### src/rtl/lcc_pkg.sv
`default_nettype none
package lcc_pkg;

    localparam int ENTRIES  = 8;
    localparam int KEY_BITS = 32;
    localparam int IDX_W    = (ENTRIES > 1) ? $clog2(ENTRIES) : 1;
    localparam int CNT_W    = $clog2(ENTRIES + 1);
    localparam int STAMP_W  = 64;
    localparam int CFG_W    = 4;
    localparam int LIM_W    = (CNT_W > CFG_W) ? CNT_W : CFG_W;
    localparam int SLOT_W   = 3;
    localparam int EVK_W    = 32;
    localparam int KEY_W    = 32;
    localparam int STATUS_W = 2;
    localparam int IN_DATA_W  = 32;
    localparam int OUT_DATA_W = 40;
    localparam int ADDR_W   = 3;

    localparam logic [CFG_W-1:0] MAX_ENTRIES_RST = CFG_W'(8);

    // Register index, taken from the word address
    localparam logic REG_MAX_ENTRIES = 1'b0;

    typedef enum logic [STATUS_W-1:0] {
        ST_HIT    = 2'd0,
        ST_FREE   = 2'd1,
        ST_EVICT  = 2'd2,
        ST_PINNED = 2'd3
    } status_t;

    typedef struct packed {
        logic start;
        logic step;
        logic commit;
    } lcc_cmd_t;

    typedef struct packed {
        logic hit_now;
        logic last;
    } lcc_stat_t;

endpackage
`default_nettype wire

### src/rtl/lcc_datapath.sv
`default_nettype none
module lcc_datapath (
    input  wire logic                          aclk,
    input  wire logic                          aresetn,
    input  wire lcc_pkg::lcc_cmd_t             cmd,
    output lcc_pkg::lcc_stat_t                 stat,
    input  wire logic                          in_pin,
    input  wire logic [lcc_pkg::KEY_W-1:0]     in_key,
    input  wire logic [lcc_pkg::CFG_W-1:0]     cfg_max_entries,
    output lcc_pkg::status_t                   out_status,
    output logic [lcc_pkg::SLOT_W-1:0]         out_slot,
    output logic [lcc_pkg::EVK_W-1:0]          out_evicted_key
);
    import lcc_pkg::*;

    logic [ENTRIES-1:0]  valid_reg;
    logic [ENTRIES-1:0]  pinned_reg;
    logic [KEY_BITS-1:0] key_mem   [ENTRIES];
    logic [STAMP_W-1:0]  stamp_mem [ENTRIES];
    logic [STAMP_W-1:0]  tick_reg;

    logic [KEY_BITS-1:0] req_key_reg;
    logic                req_pin_reg;
    logic [IDX_W-1:0]    idx_reg;
    logic                hit_reg;
    logic [IDX_W-1:0]    hit_idx_reg;
    logic [CNT_W-1:0]    used_reg;
    logic                free_found_reg;
    logic [IDX_W-1:0]    free_idx_reg;
    logic                vic_found_reg;
    logic [IDX_W-1:0]    vic_idx_reg;
    logic [STAMP_W-1:0]  vic_stamp_reg;
    logic [KEY_BITS-1:0] vic_key_reg;

    status_t             out_status_reg;
    logic [IDX_W-1:0]    out_idx_reg;
    logic [EVK_W-1:0]    out_evk_reg;

    logic                cur_valid;
    logic                cur_pinned;
    logic [KEY_BITS-1:0] cur_key;
    logic [STAMP_W-1:0]  cur_stamp;
    logic                cur_hit;
    logic                vic_upd;
    logic [LIM_W-1:0]    limit;
    logic                full;
    status_t             res_status;
    logic [IDX_W-1:0]    res_idx;
    logic                do_write;
    logic [STAMP_W-1:0]  tick_next;

    assign cur_valid  = valid_reg[idx_reg];
    assign cur_pinned = pinned_reg[idx_reg];
    assign cur_key    = key_mem[idx_reg];
    assign cur_stamp  = stamp_mem[idx_reg];
    assign cur_hit    = cur_valid && (cur_key == req_key_reg);
    assign vic_upd    = cmd.step && cur_valid && !cur_pinned &&
                        (!vic_found_reg || (cur_stamp < vic_stamp_reg));

    assign stat.hit_now = cur_hit;
    assign stat.last    = (idx_reg == IDX_W'(ENTRIES - 1));

    // Clamp the limit to 1..ENTRIES
    always_comb begin
        if (cfg_max_entries == '0) begin
            limit = LIM_W'(1);
        end else if (LIM_W'(cfg_max_entries) > LIM_W'(ENTRIES)) begin
            limit = LIM_W'(ENTRIES);
        end else begin
            limit = LIM_W'(cfg_max_entries);
        end
    end

    assign full = (LIM_W'(used_reg) >= limit) || !free_found_reg;

    always_comb begin
        priority if (hit_reg) begin
            res_status = ST_HIT;
            res_idx    = hit_idx_reg;
        end else if (full && !vic_found_reg) begin
            res_status = ST_PINNED;
            res_idx    = '0;
        end else if (full) begin
            res_status = ST_EVICT;
            res_idx    = vic_idx_reg;
        end else begin
            res_status = ST_FREE;
            res_idx    = free_idx_reg;
        end
    end

    assign do_write  = cmd.commit && (res_status != ST_PINNED);
    assign tick_next = tick_reg + STAMP_W'(1);

    always_ff @(posedge aclk) begin
        if (!aresetn) begin
            valid_reg      <= '0;
            pinned_reg     <= '0;
            tick_reg       <= '0;
            idx_reg        <= '0;
            hit_reg        <= 1'b0;
            hit_idx_reg    <= '0;
            used_reg       <= '0;
            free_found_reg <= 1'b0;
            free_idx_reg   <= '0;
            vic_found_reg  <= 1'b0;
            vic_idx_reg    <= '0;
        end else begin
            if (cmd.start) begin
                idx_reg        <= '0;
                hit_reg        <= 1'b0;
                used_reg       <= '0;
                free_found_reg <= 1'b0;
                vic_found_reg  <= 1'b0;
            end
            if (cmd.step) begin
                idx_reg <= idx_reg + IDX_W'(1);
                if (cur_hit) begin
                    hit_reg     <= 1'b1;
                    hit_idx_reg <= idx_reg;
                end
                if (cur_valid) begin
                    used_reg <= used_reg + CNT_W'(1);
                end else if (!free_found_reg) begin
                    free_found_reg <= 1'b1;
                    free_idx_reg   <= idx_reg;
                end
                if (vic_upd) begin
                    vic_found_reg <= 1'b1;
                    vic_idx_reg   <= idx_reg;
                end
            end
            if (do_write) begin
                tick_reg <= tick_next;
                if (res_status == ST_HIT) begin
                    pinned_reg[res_idx] <= pinned_reg[res_idx] | req_pin_reg;
                end else begin
                    valid_reg[res_idx]  <= 1'b1;
                    pinned_reg[res_idx] <= req_pin_reg;
                end
            end
        end
    end

    always_ff @(posedge aclk) begin
        if (cmd.start) begin
            req_key_reg <= KEY_BITS'(in_key);
            req_pin_reg <= in_pin;
        end
        if (vic_upd) begin
            vic_stamp_reg <= cur_stamp;
            vic_key_reg   <= cur_key;
        end
        if (do_write) begin
            stamp_mem[res_idx] <= tick_next;
            if (res_status != ST_HIT) begin
                key_mem[res_idx] <= req_key_reg;
            end
        end
        if (cmd.commit) begin
            out_status_reg <= res_status;
            out_idx_reg    <= res_idx;
            out_evk_reg    <= (res_status == ST_EVICT) ? EVK_W'(vic_key_reg) : '0;
        end
    end

    assign out_status      = out_status_reg;
    assign out_slot        = SLOT_W'(out_idx_reg);
    assign out_evicted_key = out_evk_reg;

    // A stored request leaves its slot valid
    a_commit_valid: assert property (@(posedge aclk) disable iff (!aresetn)
        cmd.commit |=> (out_status_reg == ST_PINNED) || valid_reg[out_idx_reg])
        else $error("committed slot not valid");

    // The all-pinned case leaves the tick untouched
    a_err_no_tick: assert property (@(posedge aclk) disable iff (!aresetn)
        cmd.commit && (res_status == ST_PINNED) |=> $stable(tick_reg))
        else $error("tick moved on error");

endmodule
`default_nettype wire

### src/rtl/lcc_ctrl.sv
`default_nettype none
module lcc_ctrl (
    input  wire logic                aclk,
    input  wire logic                aresetn,
    input  wire logic                s_tvalid,
    output logic                     s_tready,
    output logic                     m_tvalid,
    input  wire logic                m_tready,
    output lcc_pkg::lcc_cmd_t        cmd,
    input  wire lcc_pkg::lcc_stat_t  stat
);
    import lcc_pkg::*;

    typedef enum logic [1:0] {
        S_IDLE,
        S_SCAN,
        S_COMMIT
    } state_t;

    state_t state_reg;
    logic   m_tvalid_reg;

    assign s_tready   = (state_reg == S_IDLE);
    assign cmd.start  = (state_reg == S_IDLE) && s_tvalid;
    assign cmd.step   = (state_reg == S_SCAN);
    // Hold the commit until the result register is free
    assign cmd.commit = (state_reg == S_COMMIT) && (!m_tvalid_reg || m_tready);
    assign m_tvalid   = m_tvalid_reg;

    always_ff @(posedge aclk) begin
        if (!aresetn) begin
            state_reg    <= S_IDLE;
            m_tvalid_reg <= 1'b0;
        end else begin
            unique case (state_reg)
                S_IDLE: begin
                    if (s_tvalid) begin
                        state_reg <= S_SCAN;
                    end
                end
                S_SCAN: begin
                    if (stat.hit_now || stat.last) begin
                        state_reg <= S_COMMIT;
                    end
                end
                S_COMMIT: begin
                    if (cmd.commit) begin
                        state_reg <= S_IDLE;
                    end
                end
                default: state_reg <= S_IDLE;
            endcase
            if (cmd.commit) begin
                m_tvalid_reg <= 1'b1;
            end else if (m_tready) begin
                m_tvalid_reg <= 1'b0;
            end
        end
    end

    a_commit_out: assert property (@(posedge aclk) disable iff (!aresetn)
        cmd.commit |=> m_tvalid_reg)
        else $error("result not presented after commit");

    a_start_scan: assert property (@(posedge aclk) disable iff (!aresetn)
        cmd.start |=> (state_reg == S_SCAN))
        else $error("scan did not begin");

    a_hit_stops: assert property (@(posedge aclk) disable iff (!aresetn)
        cmd.step && stat.hit_now |=> (state_reg == S_COMMIT))
        else $error("scan ran past a hit");

endmodule
`default_nettype wire

### src/rtl/lru_context_cache_with_pinning.sv
`default_nettype none
// Fully associative context table with LRU replacement and pinned entries.
// Request channel (s_*): tdata carries the 32-bit key, tuser[0] asks to pin
// the entry as well. Result channel (m_*): tuser carries the status (hit,
// free-slot insert, insert after eviction, all-pinned error), tdata the slot
// and the evicted key.
// One request is handled at a time. After a transfer the table is scanned
// one entry per cycle, stopping at the first key match; the commit state then
// updates the table and loads the result register once that register is
// free. A new request is taken in the cycle after the commit.
// A stalled result register holds the commit of the next request; the
// request side keeps accepting one item meanwhile.
// Reset empties the table, clears all pins and the use tick, and sets
// max_entries to 8, which lies at byte address 0 of the APB port. The user
// must write it only while no request is in flight; this is not enforced.
module lru_context_cache_with_pinning (
    input  wire logic                              aclk,
    input  wire logic                              aresetn,
    input  wire logic                              s_tvalid,
    output logic                                   s_tready,
    input  wire logic [lcc_pkg::IN_DATA_W-1:0]     s_tdata,   // [31:0] key
    input  wire logic                              s_tuser,   // [0] req_type
    output logic                                   m_tvalid,
    input  wire logic                              m_tready,
    output logic [lcc_pkg::OUT_DATA_W-1:0]         m_tdata,   // [2:0] slot, [34:3] evicted_key
    output logic [lcc_pkg::STATUS_W-1:0]           m_tuser,   // [1:0] status
    input  wire logic                              psel,
    input  wire logic                              penable,
    input  wire logic                              pwrite,
    input  wire logic [lcc_pkg::ADDR_W-1:0]        paddr,
    input  wire logic [31:0]                       pwdata,
    output logic [31:0]                            prdata,
    output logic                                   pready
);
    import lcc_pkg::*;

    lcc_cmd_t           cmd;
    lcc_stat_t          stat;
    logic [CFG_W-1:0]   max_entries_reg;
    logic               reg_idx;
    status_t            out_status;
    logic [SLOT_W-1:0]  out_slot;
    logic [EVK_W-1:0]   out_evk;

    assign pready  = 1'b1;
    assign reg_idx = paddr[2];

    always_ff @(posedge aclk) begin
        if (!aresetn) begin
            max_entries_reg <= MAX_ENTRIES_RST;
        end else if (psel && penable && pwrite && pready && (reg_idx == REG_MAX_ENTRIES)) begin
            max_entries_reg <= pwdata[CFG_W-1:0];
        end
    end

    assign prdata = (reg_idx == REG_MAX_ENTRIES) ? 32'(max_entries_reg) : '0;

    lcc_ctrl u_ctrl (
        .aclk     (aclk),
        .aresetn  (aresetn),
        .s_tvalid (s_tvalid),
        .s_tready (s_tready),
        .m_tvalid (m_tvalid),
        .m_tready (m_tready),
        .cmd      (cmd),
        .stat     (stat)
    );

    lcc_datapath u_datapath (
        .aclk            (aclk),
        .aresetn         (aresetn),
        .cmd             (cmd),
        .stat            (stat),
        .in_pin          (s_tuser),
        .in_key          (s_tdata[KEY_W-1:0]),
        .cfg_max_entries (max_entries_reg),
        .out_status      (out_status),
        .out_slot        (out_slot),
        .out_evicted_key (out_evk)
    );

    assign m_tuser = out_status;
    assign m_tdata = {(OUT_DATA_W - SLOT_W - EVK_W)'(0), out_evk, out_slot};

endmodule
`default_nettype wire
### config.mk
export PLATFORM = sky130hd
export DESIGN_NAME = lru_context_cache_with_pinning
export DESIGN_NICKNAME = d
export VERILOG_FILES = /design/src/rtl/lcc_pkg.sv /design/src/rtl/lcc_datapath.sv /design/src/rtl/lcc_ctrl.sv /design/src/rtl/lru_context_cache_with_pinning.sv
export SDC_FILE = /design/constraint.sdc
export NUM_CORES = 1
export LEC_CHECK = 0
export BUFFER_PORTS_ARGS = -buffer_cell sky130_fd_sc_hd__clkbuf_2
export CAP_MARGIN = 15
export CORE_ASPECT_RATIO = 0.8
export CORE_MARGIN = 4
export CORE_UTILIZATION = 60
export DETAILED_ROUTE_END_ITERATION = 12
export HOLD_SLACK_MARGIN = 0.1
export PLACE_DENSITY = 0.89
export SYNTH_ARGS = -nofsm -noshare
export SYNTH_HDL_FRONTEND = slang
export SYNTH_HIERARCHICAL = 1
export SYNTH_SLANG_ARGS = --single-unit
### constraint.sdc
create_clock -name aclk -period 10.68 [get_ports aclk]
set_clock_uncertainty 0.2 [all_clocks]
set_input_delay 2.136 -clock aclk [delete_from_list [all_inputs] [get_ports aclk]]
set_output_delay 2.136 -clock aclk [all_outputs]
set_load 0.005 [all_outputs]
==> run metrics, run 1 <==
Mapped Cells 2458; HPWL after DPL 50460 um; net switching power 1.650 mW; Slew headroom 0.2191; Regs by FF count u_datapath/stamp_mem (512), u_datapath/key_mem (256); Critical Path RT 10740 ps; crit end category register; total negative slack 0 ps; # hold bufs at CTS 0; TritonCTS buffer count 95; Biggest register u_datapath/stamp_mem; Cell variety after synth 69; fillers 3952; CTS tree built; max-slew violations 0; via count 23410; CTS root buffer clkbuf_16; num rows 86; pin count of the biggest net entering global routing 104; asr flop ratio synth 0; Final Hold Fails 0; die extent in x 305.0 um; die area 0.07489 sq mm; Initial DRT Pass Iterations 5; Final ANT Viol Nets 0; Yosys top cell by area edfxtp_1; Int Power 6.477 mW; H-Tree Depth 3; f_max 144.0 MHz; Synth warnings 6; IO Count 152; sequential-to-total area share from yosys stat 0.7141; Worst Hold Class register to register; number of placed cells counting well taps 3405; non-filler cells, final 3583; total track usage 0.2519; FF+latch count, synth 1043; antenna diode count 0; Starting Density 0.6099; placeable core area 0.06940 sq mm; Die Y-Extent 245.6 um; synthesized area 0.04233 sq mm; Fin Hold WS 268.1 ps; number of port buffers 87; Most used DFF post-synth edfxtp_1; CTS Buffer Depth 3; first-pass GRT wire length 144600 um; pwr dens 172.9 mW/mm^2; Max-cap violations 0; Flop pwr share 0.546; Pwr Total 8.127 mW; WHS Path Cells 2; WS Path Type register to register; initial antenna violation count 0; ranking of synthesized cells by area edfxtp_1 66%, mux4_2 8.7%, dfxtp_1 5.2%, mux2i_1 2.2%, ha_1 2.1%; internal reg-to-reg setup slack 3730 ps; Worst Tran Pin Value 1170 ps; share of post-route cells with drive strength above 1 0.2061; post-layout util 0.6771; EDFF count, synth 934; Final Setup Violations 0; Post-Route WL 94620 um; Final period util 0.6504; Worst Path Max Fanout 103; Via density 6.532; Clk pin slew, worst setup/hold paths 70 ps; later-pin clock latency in the skew report 670 ps; post-cts repair resize count 0; Critical Path Source Type register; post-CTS setup repair buffer count 0; Clock power frac 0.430; Logic pwr share 0.024; grt total ovfl 0; RSZ-0062 raised after global routing false; final RePlAce weighted congestion 0.8278; run status finished clean; leakage power 15.73 nW; DRC 0; WP data arrival 7000 ps; top-area cell type share of the netlist area 0.6626; Area Growth Syn to Fin 11.02%; max FFs per register 512; Clock Sinks 1043; VDD IR-drop max 0.1870 mV; syn_area_per_cell 17.22 sq um; post-layout min period 6946 ps; vias in the first global route 24410; number of DRC violations after detailed-routing iteration 0 3211; Sw Share 0.2030; HP Start u_datapath/vic_idx_reg[1]; NumNets Final 2725; r2r worst-path depth 12; routed length per instance 26.41 um
cell type report:
cell class,instances,area [sq um],area share
Clock buffer,119,2517,0.05357
Clock inverter,58,701.9,0.01494
Inverter,89,340.3,0.007242
Multi-Input combinational cell,1225,11310,0.2406
Sequential cell,1043,30240,0.6435
Tap cell,924,1156,0.02460
Timing Repair Buffer,125,730.7,0.01555
logic make-up (layout without fill, tap and decap cells):
group,after synthesis,after routing,synth area share
flops,1043,1043,0.7141
simple gates,463,463,0.05651
mux,331,331,0.1289
buf+inv,222,391,0.02374
compound gates,210,210,0.03154
xor+xnor,116,116,0.02400
fa+ha+maj,71,71,0.02099
other cells,2,34,0.0001774
layout by cell type, fill, tap and decap left out, drive strengths merged, types with 30 or more instances in the layout:
cell / count
nand2: 82
o21ai: 50
clkbuf: 207
conb: 34
nor2: 136
xor2: 60
mux2: 74
ha: 71
buf: 37
and3: 49
inv: 87
dfxtp: 109
nand3: 44
clkinv: 41
a21oi: 58
xnor2: 56
mux2i: 93
nand4: 30
mux4: 164
edfxtp: 934
power by group through the flow:
| stage | Combinational [mW] | Clock [mW] | Sequential [mW] |
|---|---|---|---|
| after global placement | 0.181 | 0 | 4.52 |
| final | 0.197 | 3.49 | 4.44 |
| after global routing | 0.211 | 3.70 | 4.44 |
| after detailed placement | 0.188 | 0 | 4.53 |
| after CTS | 0.195 | 3.51 | 4.44 |
| after floorplan | 0.153 | 0 | 4.51 |
final timing paths:
kind | to
worst max-delay path | u_datapath/vic_stamp_reg[1]
worst min-delay path | u_datapath/vic_idx_reg[1]
worst max register to register | u_datapath/vic_stamp_reg[1]
worst min register to register | u_datapath/vic_idx_reg[1]
worst max-delay path, stage by stage, from the launching register on:
cell       delay [ps]
dfxtp_4           700
buf_12            700
mux4_2            590
mux2_2            290
ha_1              290
a21o_1            170
a21o_1            180
a21oi_1           210
o21ai_0           210
a211oi_1          870
o2111ai_1         410
nand2_4           720
buf_4             860
layer usage:
layer	vias to the layer above	GRT usage	wire, um
met1	11780	0.3383	34570
met2	1615	0.4208	46920
met5	-	0	0
met4	0	0.09125	3289
met3	280	0.04521	9840
li1	9727	-	-
Yosys cell counts, drive strengths merged (3+ instances only):
master,n
nor3,20
and2,17
o31ai,3
nor3b,4
nand2b,10
edfxtp,934
or4,3
a21oi,58
mux4,164
nand3,44
a211oi,3
xnor2,56
o211ai,7
a22o,16
dfxtp,109
o21ai,50
nor4,6
o21a,13
nand2,82
a22oi,15
mux2,74
o22ai,9
inv,89
nor2,136
mux2i,93
or2,6
clkbuf,66
nand3b,4
xor2,60
a21o,17
nor2b,8
ha,71
buf,67
a2111oi,5
nor4b,4
and4,4
or3,26
and2b,3
nand4,30
and3,49
metrics by stage:
stage / area (sq um) / worst slack [ps]
3_3_place_gp: 43770 / 3976
3_5_place_dp: 43770 / 3846
6_report: 46990 / 3734
4_1_cts: 46990 / 3751
5_1_grt: 46990 / 3421
2_1_floorplan: 42450 / 3635
(Power assumes the default switching activity.)
==> inputs of run 2 (changes only) <==
clock period = 6.6 ns   (was 10.68 ns; I/O delays follow)
==> run 2 against run 1 <==
Global-route usage rose by 0.94 points. Design area up 0.26%. Routed wire length up 3.2%. Highest routed layer unchanged.
==> run metrics, run 2 (synthesis results as in run 1) <==
later-pin clock latency in the skew report 650 ps (was 670 ps); die area 0.07489 sq mm (unchanged); post-layout min period 5818 ps (was 6946 ps); post-cts repair resize count 0 (unchanged); CTS Buffer Depth 3 (unchanged); global route hottest layer met2 (unchanged); TritonCTS buffer count 95 (unchanged); RSZ-0062 raised after global routing false (unchanged); vias in the first global route 24490 (was 24410); Area Growth Syn to Fin 11.31% (was 11.02%); placeable core area 0.06940 sq mm (unchanged); number of port buffers 87 (unchanged); sequential cell area 0.03024 sq mm (about the same); Worst Path Max Fanout 46 (was 103); leakage power 15.83 nW (was 15.73 nW); Regs by FF count u_datapath/stamp_mem (512), u_datapath/key_mem (256) (unchanged); Clk pin slew, worst setup/hold paths 70 ps (about the same); WHS Path Cells 1 (was 2); total negative slack 0 ps (unchanged); final RePlAce weighted congestion 0.8147 (was 0.8278); initial antenna violation count 0 (unchanged); number of DRC violations after detailed-routing iteration 0 3325 (was 3211); r2r worst-path depth 13 (was 12); Max-cap violations 0 (unchanged); met2 usage 0.4326 (was 0.4208); commonest non-fill, non-tap cell in the layout edfxtp_1 (unchanged); Critical Path RT 6960 ps (was 10740 ps); Post-Route WL 97610 um (was 94620 um); Biggest register u_datapath/stamp_mem (unchanged); DRC 0 (unchanged); Worst Tran Pin Value 1088 ps (was 1170 ps); internal reg-to-reg setup slack 780 ps (was 3730 ps); die extent in x 305.0 um (unchanged); post-CTS setup repair buffer count 0 (unchanged); pwr dens 276.7 mW/mm^2 (was 172.9 mW/mm^2); max FFs per register 512 (unchanged); NumNets Final 2738 (was 2725); Via density 6.554 (was 6.532); num rows 86 (unchanged); Clock Sinks 1043 (unchanged); # hold bufs at CTS 0 (unchanged); WS Path Type register to register (unchanged); run status finished clean (unchanged); Starting Density 0.6099 (unchanged); Fin Hold WS 266.9 ps (was 268.1 ps); f_max 171.9 MHz (was 144.0 MHz); IO Count 152 (unchanged); grt total ovfl 0 (unchanged); Die Y-Extent 245.6 um (unchanged); Critical Path Source Type register (unchanged); HP Start u_datapath/valid_reg[7] (was u_datapath/vic_idx_reg[1]); most frequent cells in the layout 934 x edfxtp_1, 164 x mux4_2, 128 x nor2_1 (unchanged); RR Endpoint u_datapath/vic_idx_reg[1] (was u_datapath/vic_stamp_reg[1]); routed length per instance 27.14 um (was 26.41 um); total track usage 0.2614 (was 0.2519); Final Setup Violations 0 (unchanged); crit end category register (unchanged); area of the multi-input gates 0.01131 sq mm (unchanged); Slew headroom 0.2558 (was 0.2191); fillers 3974 (was 3952); Initial DRT Pass Iterations 6 (was 5); share of post-route cells with drive strength above 1 0.2138 (was 0.2061); met3 usage 0.05261 (was 0.04521); Final Hold Fails 0 (unchanged); max-slew violations 0 (unchanged); Final ANT Viol Nets 0 (unchanged); met1 usage 0.3446 (was 0.3383); Final period util 0.8815 (was 0.6504); VDD IR-drop max 0.3544 mV (was 0.1870 mV); first-pass GRT wire length 149000 um (was 144600 um); CTS root buffer clkbuf_16 (unchanged); H-Tree Depth 3 (unchanged); pin count of the biggest net entering global routing 70 (was 104); Hold Path End u_datapath/valid_reg[7] (was u_datapath/vic_idx_reg[1]); WP data arrival 6180 ps (was 7000 ps); CTS tree built (unchanged); Worst Hold Class register to register (unchanged); via count 23570 (was 23410); HPWL after DPL 53730 um (was 50460 um)
-- run 2: worst max-delay path by stage --
stage	start	end	slack (ps)
floorplan	m_tready	u_datapath/key_mem[0][0]	370
global placement	register	u_datapath/vic_key_reg[8]	1250
detailed placement	register	u_datapath/vic_idx_reg[1]	940
CTS	register	u_datapath/vic_idx_reg[1]	840
global route	register	u_datapath/vic_idx_reg[1]	490
finish	register	u_datapath/vic_idx_reg[1]	780
-- run 2: per-stage QoR --
| step | util | worst slack (ps) | instances | area (sq um) | power [mW] |
|---|---|---|---|---|---|
| 4_1_cts | 0.6789 | 841.7 | 3595 | 47120 | 13.08 |
| 3_3_place_gp | 0.6336 | 1250 | 3419 | 43970 | 7.615 |
| 3_5_place_dp | 0.6336 | 939.1 | 3419 | 43970 | 7.634 |
| 2_1_floorplan | - | 371.0 | 2490 | 42450 | 7.546 |
| 5_1_grt | 0.6789 | 485.9 | 3595 | 47120 | 13.41 |
| 6_report | 0.6789 | 781.8 | 3596 | 47120 | 13.04 |
-- run 2: cell type report --
| class | instances | area share |
|---|---|---|
| Sequential cell | 1043 | 0.6418 |
| Clock buffer | 124 | 0.05582 |
| Timing Repair Buffer | 138 | 0.01976 |
| Antenna cell | 1 | 0.00005311 |
| Tap cell | 924 | 0.02454 |
| Inverter | 89 | 0.007170 |
| Multi-Input combinational cell | 1225 | 0.2400 |
| Clock inverter | 52 | 0.01086 |
-- run 2: per-layer routing --
metal  vias up  wire length [um]
met5         -                 0
li1       9741                 -
met4         0              3895
met2      1665             48410
met1     11850             35050
met3       307             10260
-- run 2: power breakdown --
part           switching, mW  internal, mW  total, mW
combinational          0.183         0.140      0.323
clock                   2.42          3.11       5.53
sequential            0.0473          7.14       7.18
total                   2.65          10.4       13.0
-- run 2: worst max-delay path, stage by stage (launching register included) --
cell and delay, ps:
dfxtp_4 790, buf_12 410, mux4_2 570, mux2_2 320, ha_1 310, nand4_1 150, nor2_1 380, nand3_1 180
nor3_1 630, o311ai_0 410, o2111ai_1 330, nand2_4 380, buf_12 330, mux2i_1 220
